<file path="config.mk">
export PLATFORM = sky130hd
export DESIGN_NAME = integer_to_radix_ascii
export DESIGN_NICKNAME = d
export VERILOG_FILES = /design/src/rtl/i2a_pkg.sv /design/src/rtl/i2a_front.sv /design/src/rtl/i2a_back.sv /design/src/rtl/integer_to_radix_ascii.sv
export SDC_FILE = /design/constraint.sdc
export NUM_CORES = 1
export LEC_CHECK = 0
export BUFFER_PORTS_ARGS = -buffer_cell sky130_fd_sc_hd__buf_2
export CORE_ASPECT_RATIO = 0.9
export CORE_MARGIN = 2
export CORE_UTILIZATION = 55
export CTS_CLUSTER_SIZE = 20
export DETAILED_ROUTE_END_ITERATION = 10
export PLACE_DENSITY = 0.72
export SYNTH_ARGS = -nofsm -noshare
export SYNTH_HDL_FRONTEND = slang
export SYNTH_HIERARCHICAL = 1
export SYNTH_SLANG_ARGS = --single-unit
</file>
<file path="constraint.sdc">
create_clock -name clk -period 9.6 [get_ports clk]
set_input_delay 0.48 -clock clk [delete_from_list [all_inputs] [get_ports clk]]
set_output_delay 0.48 -clock clk [all_outputs]
set_load 0.01 [all_outputs]
</file>
<file path="src/rtl/i2a_pkg.sv">
// shared types, character codes and digit encoding for the radix text converter
`default_nettype none

package i2a_pkg;

  localparam logic [7:0] CHAR_ZERO  = 8'h30;
  localparam logic [7:0] CHAR_A     = 8'h61;
  localparam logic [7:0] CHAR_MINUS = 8'h2d;
  localparam logic [5:0] DIGIT_MAX  = 6'd9;
  localparam logic [5:0] RADIX_MIN  = 6'd2;
  localparam logic [5:0] RADIX_MAX  = 6'd36;
  localparam int         STEP_BITS  = 4;
  localparam int         RADIX_W    = 6;
  localparam int         CHAR_W     = 8;
  localparam int         LEN_W      = 6;

  typedef enum logic [4:0] {
    ST_IDLE  = 5'b00001,
    ST_DIV   = 5'b00010,
    ST_SIGN  = 5'b00100,
    ST_FETCH = 5'b01000,
    ST_SEND  = 5'b10000
  } i2a_state_t;

  function automatic logic [7:0] digit_char(input logic [5:0] d);
    logic [7:0] c;
    if (d > DIGIT_MAX) begin
      c = CHAR_A + {2'b00, d} - 8'd10;
    end else begin
      c = CHAR_ZERO + {2'b00, d};
    end
    return c;
  endfunction

endpackage

`default_nettype wire

</file>
<file path="src/rtl/i2a_front.sv">
// front end: takes input words, clamps the radix, forms sign and magnitude, queues jobs
`default_nettype none

module i2a_front
  import i2a_pkg::*;
#(
  parameter int VALUE_WIDTH = 32
) (
  input  wire logic                   clk,
  input  wire logic                   rst_n,
  input  wire logic                   in_valid,
  output logic                        in_ready,
  input  wire logic                   in_kind,
  input  wire logic [VALUE_WIDTH-1:0] in_value,
  input  wire logic [RADIX_W-1:0]     in_radix,
  output logic                        job_valid,
  input  wire logic                   job_ready,
  output logic                        job_neg,
  output logic [RADIX_W-1:0]          job_radix,
  output logic [VALUE_WIDTH-1:0]      job_mag
);

  localparam int QW = 1 + RADIX_W + VALUE_WIDTH;

  logic [QW-1:0]          q_r [2];
  logic                   wr_r, wr_nxt;
  logic                   rd_r, rd_nxt;
  logic [1:0]             cnt_r, cnt_nxt;
  logic                   neg;
  logic [RADIX_W-1:0]     rad;
  logic [VALUE_WIDTH-1:0] mag;
  logic                   push, pop;

  always_comb begin
    if (in_radix inside {[6'd0:6'd1]}) begin
      rad = RADIX_MIN;
    end else if (in_radix > RADIX_MAX) begin
      rad = RADIX_MAX;
    end else begin
      rad = in_radix;
    end
    neg = in_kind & in_value[VALUE_WIDTH-1];
    mag = neg ? (~in_value + 1'b1) : in_value;
  end

  assign in_ready  = (cnt_r != 2'd2);
  assign push      = in_valid & in_ready;
  assign job_valid = (cnt_r != 2'd0);
  assign pop       = job_valid & job_ready;
  assign {job_neg, job_radix, job_mag} = q_r[rd_r];

  always_comb begin
    wr_nxt  = wr_r ^ push;
    rd_nxt  = rd_r ^ pop;
    cnt_nxt = cnt_r + {1'b0, push} - {1'b0, pop};
  end

  always_ff @(posedge clk) begin
    if (!rst_n) begin
      wr_r  <= 1'b0;
      rd_r  <= 1'b0;
      cnt_r <= 2'd0;
    end else begin
      wr_r  <= wr_nxt;
      rd_r  <= rd_nxt;
      cnt_r <= cnt_nxt;
    end
  end

  always_ff @(posedge clk) begin
    if (push) begin
      q_r[wr_r] <= {neg, rad, mag};
    end
  end

endmodule

`default_nettype wire

</file>
<file path="src/rtl/i2a_back.sv">
// back end: repeated division by the radix into a digit stack, then text output
`default_nettype none

module i2a_back
  import i2a_pkg::*;
#(
  parameter int VALUE_WIDTH = 32
) (
  input  wire logic                   clk,
  input  wire logic                   rst_n,
  input  wire logic                   job_valid,
  output logic                        job_ready,
  input  wire logic                   job_neg,
  input  wire logic [RADIX_W-1:0]     job_radix,
  input  wire logic [VALUE_WIDTH-1:0] job_mag,
  output logic                        out_valid,
  input  wire logic                   out_ready,
  output logic [CHAR_W-1:0]           out_char,
  output logic [LEN_W-1:0]            out_len,
  output logic                        out_last
);

  localparam int NSTEP = (VALUE_WIDTH + STEP_BITS - 1) / STEP_BITS;
  localparam int PW    = NSTEP * STEP_BITS;
  localparam int SW    = $clog2(NSTEP);
  localparam int AW    = $clog2(VALUE_WIDTH);
  localparam int CW    = $clog2(VALUE_WIDTH + 1);
  localparam int LW    = (CW + 1 > LEN_W) ? CW + 1 : LEN_W;

  i2a_state_t         state_r, state_nxt;
  logic [PW-1:0]      div_r, div_nxt;
  logic [RADIX_W-1:0] rem_r, rem_nxt;
  logic [RADIX_W-1:0] rad_r, rad_nxt;
  logic [SW-1:0]      sc_r, sc_nxt;
  logic [CW-1:0]      cnt_r, cnt_nxt;
  logic [AW-1:0]      ptr_r, ptr_nxt;
  logic               neg_r, neg_nxt;
  logic               ov_r, ov_nxt;
  logic [CHAR_W-1:0]  oc_r, oc_nxt;
  logic [LEN_W-1:0]   ol_r, ol_nxt;
  logic               olast_r, olast_nxt;

  logic [RADIX_W-1:0] stack_mem [VALUE_WIDTH];
  logic [RADIX_W-1:0] rd_data_r;

  logic [RADIX_W-1:0]   rem_v;
  logic [RADIX_W:0]     trial;
  logic [STEP_BITS-1:0] quo_v;
  logic [PW-1:0]        div_shift;
  logic                 last_step;
  logic                 push;
  logic                 load_en;
  logic [LW-1:0]        len_full;

  always_comb begin
    rem_v = rem_r;
    quo_v = '0;
    trial = '0;
    for (int i = 0; i < STEP_BITS; i++) begin
      trial = {rem_v, div_r[PW-1-i]};
      if (trial >= {1'b0, rad_r}) begin
        trial = trial - {1'b0, rad_r};
        quo_v[STEP_BITS-1-i] = 1'b1;
      end
      rem_v = trial[RADIX_W-1:0];
    end
    div_shift = {div_r[PW-STEP_BITS-1:0], quo_v};
  end

  assign last_step = (sc_r == SW'(NSTEP - 1));
  assign push      = (state_r == ST_DIV) && last_step;
  assign load_en   = !ov_r || out_ready;
  assign len_full  = LW'(cnt_r) + LW'(neg_r);
  assign job_ready = (state_r == ST_IDLE);

  always_comb begin
    state_nxt = state_r;
    div_nxt   = div_r;
    rem_nxt   = rem_r;
    rad_nxt   = rad_r;
    sc_nxt    = sc_r;
    cnt_nxt   = cnt_r;
    ptr_nxt   = ptr_r;
    neg_nxt   = neg_r;
    ov_nxt    = ov_r & ~out_ready;
    oc_nxt    = oc_r;
    ol_nxt    = ol_r;
    olast_nxt = olast_r;
    case (state_r)
      ST_IDLE: begin
        if (job_valid) begin
          div_nxt   = PW'(job_mag);
          rem_nxt   = '0;
          rad_nxt   = job_radix;
          sc_nxt    = '0;
          cnt_nxt   = '0;
          neg_nxt   = job_neg;
          state_nxt = ST_DIV;
        end
      end
      ST_DIV: begin
        div_nxt = div_shift;
        if (last_step) begin
          cnt_nxt = cnt_r + 1'b1;
          ptr_nxt = cnt_r[AW-1:0];
          rem_nxt = '0;
          sc_nxt  = '0;
          if (div_shift == '0) begin
            state_nxt = neg_r ? ST_SIGN : ST_FETCH;
          end
        end else begin
          rem_nxt = rem_v;
          sc_nxt  = sc_r + 1'b1;
        end
      end
      ST_SIGN: begin
        if (load_en) begin
          ov_nxt    = 1'b1;
          oc_nxt    = CHAR_MINUS;
          ol_nxt    = len_full[LEN_W-1:0];
          olast_nxt = 1'b0;
          state_nxt = ST_FETCH;
        end
      end
      ST_FETCH: begin
        state_nxt = ST_SEND;
      end
      ST_SEND: begin
        if (load_en) begin
          ov_nxt    = 1'b1;
          oc_nxt    = digit_char(rd_data_r);
          ol_nxt    = len_full[LEN_W-1:0];
          olast_nxt = (ptr_r == '0);
          if (ptr_r == '0) begin
            state_nxt = ST_IDLE;
          end else begin
            ptr_nxt   = ptr_r - 1'b1;
            state_nxt = ST_FETCH;
          end
        end
      end
      default: begin
        state_nxt = ST_IDLE;
      end
    endcase
  end

  always_ff @(posedge clk) begin
    if (!rst_n) begin
      state_r <= ST_IDLE;
      ov_r    <= 1'b0;
      sc_r    <= '0;
      cnt_r   <= '0;
      ptr_r   <= '0;
      neg_r   <= 1'b0;
      rad_r   <= RADIX_MIN;
      rem_r   <= '0;
    end else begin
      state_r <= state_nxt;
      ov_r    <= ov_nxt;
      sc_r    <= sc_nxt;
      cnt_r   <= cnt_nxt;
      ptr_r   <= ptr_nxt;
      neg_r   <= neg_nxt;
      rad_r   <= rad_nxt;
      rem_r   <= rem_nxt;
    end
  end

  always_ff @(posedge clk) begin
    div_r   <= div_nxt;
    oc_r    <= oc_nxt;
    ol_r    <= ol_nxt;
    olast_r <= olast_nxt;
  end

  always_ff @(posedge clk) begin
    if (push) begin
      stack_mem[cnt_r[AW-1:0]] <= rem_v;
    end
    rd_data_r <= stack_mem[ptr_r];
  end

  assign out_valid = ov_r;
  assign out_char  = oc_r;
  assign out_len   = ol_r;
  assign out_last  = olast_r;

  a_job_starts_div: assert property (@(posedge clk) disable iff (!rst_n)
    job_valid && job_ready |=> state_r == ST_DIV)
    else $error("accepted job did not start division");

  a_cnt_bound: assert property (@(posedge clk) disable iff (!rst_n)
    cnt_r <= CW'(VALUE_WIDTH))
    else $error("digit count beyond value width");

  a_rem_below_radix: assert property (@(posedge clk) disable iff (!rst_n)
    state_r == ST_DIV |-> rem_r < rad_r)
    else $error("partial remainder not below radix");

  a_final_marked: assert property (@(posedge clk) disable iff (!rst_n)
    state_r == ST_SEND && load_en && ptr_r == '0 |=> out_last && out_valid)
    else $error("final digit not marked last");

endmodule

`default_nettype wire

</file>
<file path="src/rtl/integer_to_radix_ascii.sv">
// top level of the integer to radix text converter with stream ports
`default_nettype none

// Converts a signed or unsigned integer to lower-case text in radix 2 to 36, most
// significant digit first, one character per output word, with a leading '-' for a
// negative signed value and a single '0' for zero. The radix saturates to 2..36.
// Every word carries the total text length; tlast marks the final character.
// Each digit is formed in the shared remainder unit, which retires four quotient bits
// a cycle, and is then sent through the digit stack read port (states ST_FETCH and
// ST_SEND); a negative value adds the ST_SIGN state for the '-', and ST_IDLE takes
// the job.
// A two-entry job queue keeps accepting input words while a conversion runs, until full.
module integer_to_radix_ascii
  import i2a_pkg::*;
#(
  parameter int VALUE_WIDTH = 32
) (
  input  wire logic                  clk,
  input  wire logic                  rst_n,
  input  wire logic                  in_tvalid,
  output logic                       in_tready,
  // value, radix, zero pad
  input  wire logic [((VALUE_WIDTH+RADIX_W+7)/8)*8-1:0] in_tdata,
  // kind
  input  wire logic                  in_tuser,
  output logic                       out_tvalid,
  input  wire logic                  out_tready,
  // character, text_length, zero pad
  output logic [15:0]                out_tdata,
  output logic                       out_tlast
);

  logic                   job_valid;
  logic                   job_ready;
  logic                   job_neg;
  logic [RADIX_W-1:0]     job_radix;
  logic [VALUE_WIDTH-1:0] job_mag;
  logic [CHAR_W-1:0]      out_char;
  logic [LEN_W-1:0]       out_len;

  i2a_front #(
    .VALUE_WIDTH(VALUE_WIDTH)
  ) u_front (
    .clk       (clk),
    .rst_n     (rst_n),
    .in_valid  (in_tvalid),
    .in_ready  (in_tready),
    .in_kind   (in_tuser),
    .in_value  (in_tdata[VALUE_WIDTH-1:0]),
    .in_radix  (in_tdata[VALUE_WIDTH+RADIX_W-1:VALUE_WIDTH]),
    .job_valid (job_valid),
    .job_ready (job_ready),
    .job_neg   (job_neg),
    .job_radix (job_radix),
    .job_mag   (job_mag)
  );

  i2a_back #(
    .VALUE_WIDTH(VALUE_WIDTH)
  ) u_back (
    .clk       (clk),
    .rst_n     (rst_n),
    .job_valid (job_valid),
    .job_ready (job_ready),
    .job_neg   (job_neg),
    .job_radix (job_radix),
    .job_mag   (job_mag),
    .out_valid (out_tvalid),
    .out_ready (out_tready),
    .out_char  (out_char),
    .out_len   (out_len),
    .out_last  (out_tlast)
  );

  assign out_tdata = {2'b00, out_len, out_char};

endmodule

`default_nettype wire

</file>
==> results.tsv <==
metric	value	unit
synth_top_cell_area_share	0.5741	
place_congestion	0.8855	
die_h	168.7	µm
nFillCells	2192	
cp-endpoint	u_back/stack_mem[10][0]$_DFFE_PP_	
drc	0	
worst-setup-path-type	flip-flop to flip-flop	
slew_headroom	0.2644	
antenna_found_initial	0	
ys_ff_latch	361	
die_w	187.0	µm
postCtsSetupBuffers	0	
startpoint	u_back/rad_r[1]$_SDFFE_PN1P_	
synth_area_leaders	edfxtp_1, mux4_2, dfxtp_1	
place_ws	0.6483	ns
rrSetupSlack	0.58	ns
worstPathArrival	9.39	ns
worst_pin_slew	1.094	ns
design_area	0.01850	mm²
design.die.area	0.03156	mm²
port_buffers	59	
async_reset_ff_frac	0	
rsz0062_at_grt	false	
setup_ws	0.5805	ns
num_antenna_cells	0	
syn2layout_area_growth	11.57	%
ctsResizeCount	0	
rows	60	
nets	1323	
core_area	0.02980	mm²
hold_buffers	0	
path_clk_slew	0.06	ns
worstSkewPairLatency	0.53	ns
cpMaxStageDelayCell	mux2i_2	
reg2reg_depth	32	
drt_iter0_drc	738	
slowest_delay	0.90	ns
timing.fmax	0.1109	GHz
setup_viol	0	
hold_violations	0	
seq_area_frac_synth	0.6272	
wl	33320	µm
grtUsageTotal	0.2141	
ys_types	70	
yosysWarnings	6	
cp_max_fo	18	
grt_remaining_overflow	0	
dpl_cell_area	0.01726	mm²
grt_pass1_vias	9605	
vias	9787	
start_kind	flip-flop	
finalCriticalPeriod	9.019	ns
drtPass1Iterations	5	
cts_made_buffers	37	
status	completed	
clock_path_buffers	3	
grt_max_degree	52	
syn_avg_cell_area	14.12	µm²
syn_area	0.01658	mm²
cts_sinks	361	
r2r_start	u_back/rad_r[1]$_SDFFE_PN1P_	
pin_count	64	
fin_setup_tns	0	ns
postSynthCellCount	1174	
maxCapViolCount	0	
cts-root-buf	clkbuf_16	
dp_hpwl	22130	µm
synth_flop_cell	edfxtp_1	
period_share	0.9395	
rr_endpoint	u_back/stack_mem[10][0]$_DFFE_PP_	
clock_skew	0.01535	ns
end_kind	flip-flop	
cts_tree	done	
worstPathRequired	9.97	ns
via_per_inst	5.903	
synth_area_leader_cell	edfxtp_1	
drv_slew	0	
grt_pass1_wl	52770	µm
htreeDepth	2	
wl_per_cell	20.09	µm
synth_common_cells	edfxtp_1, nand2_1, nor2_1	
synth_edf_count	317	
drive_gt1_frac	0.2040	
yosys.cell_count.top_type	edfxtp_1	
finish.utilization	0.6208	
final_antenna_net_count	0	
hold_class	primary input to flip-flop	
start_util	0.5564	
worst min path at each step:
| stage | startpoint | endpoint | slack (ns) | cells past startpoint |
|---|---|---|---|---|
| 3_3_place_gp | u_back/rad_r[5]$_SDFFE_PN0P_ | u_back/rad_r[5]$_SDFFE_PN0P_ | 0.46 | 2 |
| 2_1_floorplan | u_back/rad_r[2]$_SDFFE_PN0P_ | u_back/rad_r[2]$_SDFFE_PN0P_ | 0.44 | 2 |
| 4_1_cts | in_tdata[37] | u_front/q_r[0][37]$_DFFE_PP_ | 0.22 | 1 |
| 5_1_grt | in_tdata[37] | u_front/q_r[0][37]$_DFFE_PP_ | 0.23 | 1 |
| 6_report | in_tdata[37] | u_front/q_r[0][37]$_DFFE_PP_ | 0.24 | 1 |
| 3_5_place_dp | u_back/rad_r[2]$_SDFFE_PN0P_ | u_back/rad_r[2]$_SDFFE_PN0P_ | 0.46 | 2 |
metal layers:
| layer | global-route usage | vias up | share of wire |
|---|---|---|---|
| met1 | 0.3171 | 4886 | 0.46 |
| met3 | 0.03670 | 45 | 0.062 |
| met5 | 0 | - | 0 |
| met4 | 0.05625 | 0 | 0.018 |
| li1 | - | 4549 | - |
| met2 | 0.3330 | 307 | 0.46 |
registers in the layout, indices dropped and copies added (netlist names), named ones only:
name              count
u_back/out_char       8
u_back/rad_r          6
u_back/state_r        5
u_front/wr_r          1
u_back/out_valid      1
u_back/out_last       1
u_back/cnt_r          6
u_back/out_len        6
u_front/q_r          78
u_front/cnt_r         2
u_back/rd_data_r      6
u_back/neg_r          1
u_back/stack_mem    192
u_back/div_r         32
u_back/ptr_r          5
u_back/rem_r          6
u_front/rd_r          1
u_back/sc_r           3
stage by stage:
stage	hold slack [ns]	std cells
global route	0.2330	1658
floorplan	0.4435	1175
global placement	0.4563	1593
detailed placement	0.4593	1593
finish	0.2361	1658
CTS	0.2165	1658
critical path, delay by kind of cell, from the launching register on:
| kind | cells | cell delay, ns |
|---|---|---|
| mux | 3 | 1.73 |
| fa+ha+maj | 4 | 1.11 |
| compound gates | 16 | 3.87 |
| buf+inv | 6 | 1.04 |
| simple gates | 3 | 0.57 |
| flops | 1 | 0.51 |
cells in the final DEF (no fill, tap or decap), types with 8 or more instances in the layout:
| cell type | netlist | layout |
|---|---|---|
| edfxtp_1 | 317 | 317 |
| nand2_1 | 136 | 136 |
| nor2_1 | 83 | 82 |
| mux4_2 | 60 | 60 |
| buf_2 | 2 | 59 |
| mux2_2 | 52 | 52 |
| ha_1 | 45 | 43 |
| inv_1 | 41 | 41 |
| dfxtp_1 | 44 | 41 |
| clkbuf_16 | 0 | 38 |
| xnor2_1 | 38 | 38 |
| o21ai_0 | 35 | 35 |
| a21oi_1 | 27 | 27 |
| nand3_1 | 21 | 21 |
| xor2_1 | 17 | 17 |
| nor4_1 | 16 | 16 |
| nor2b_1 | 15 | 15 |
| and2_1 | 12 | 12 |
| nand2b_1 | 11 | 11 |
| a21boi_0 | 11 | 11 |
| or3_1 | 10 | 10 |
| clkbuf_1 | 36 | 9 |
| buf_4 | 2 | 9 |
| a21o_1 | 8 | 8 |
| nor3_1 | 8 | 8 |
| o41ai_1 | 8 | 8 |
cell type report:
type	count	area [µm²]	area share
tap	403	504.2	0.02725
inverter	41	153.9	0.008318
multi-input combinational	720	5839	0.3156
clock inverter	18	250.2	0.01353
clock buffer	47	984.7	0.05322
sequential	361	10410	0.5625
timing repair buffer	68	362.8	0.01961
cell families after synthesis:
group	count (synthesis)	synth area share
AO/OA/AOI/OAI	144	0.05908
XOR/XNOR	55	0.02905
adder cells (fa/ha/maj)	50	0.03939
buffers and inverters	94	0.02233
flip-flops	361	0.6272
multiplexers	122	0.1240
other	1	0.0002261
AND/OR/NAND/NOR	347	0.09870
Power is not shown: default switching activity piles up to over one toggle a cycle in this logic, so the estimate is an artifact.
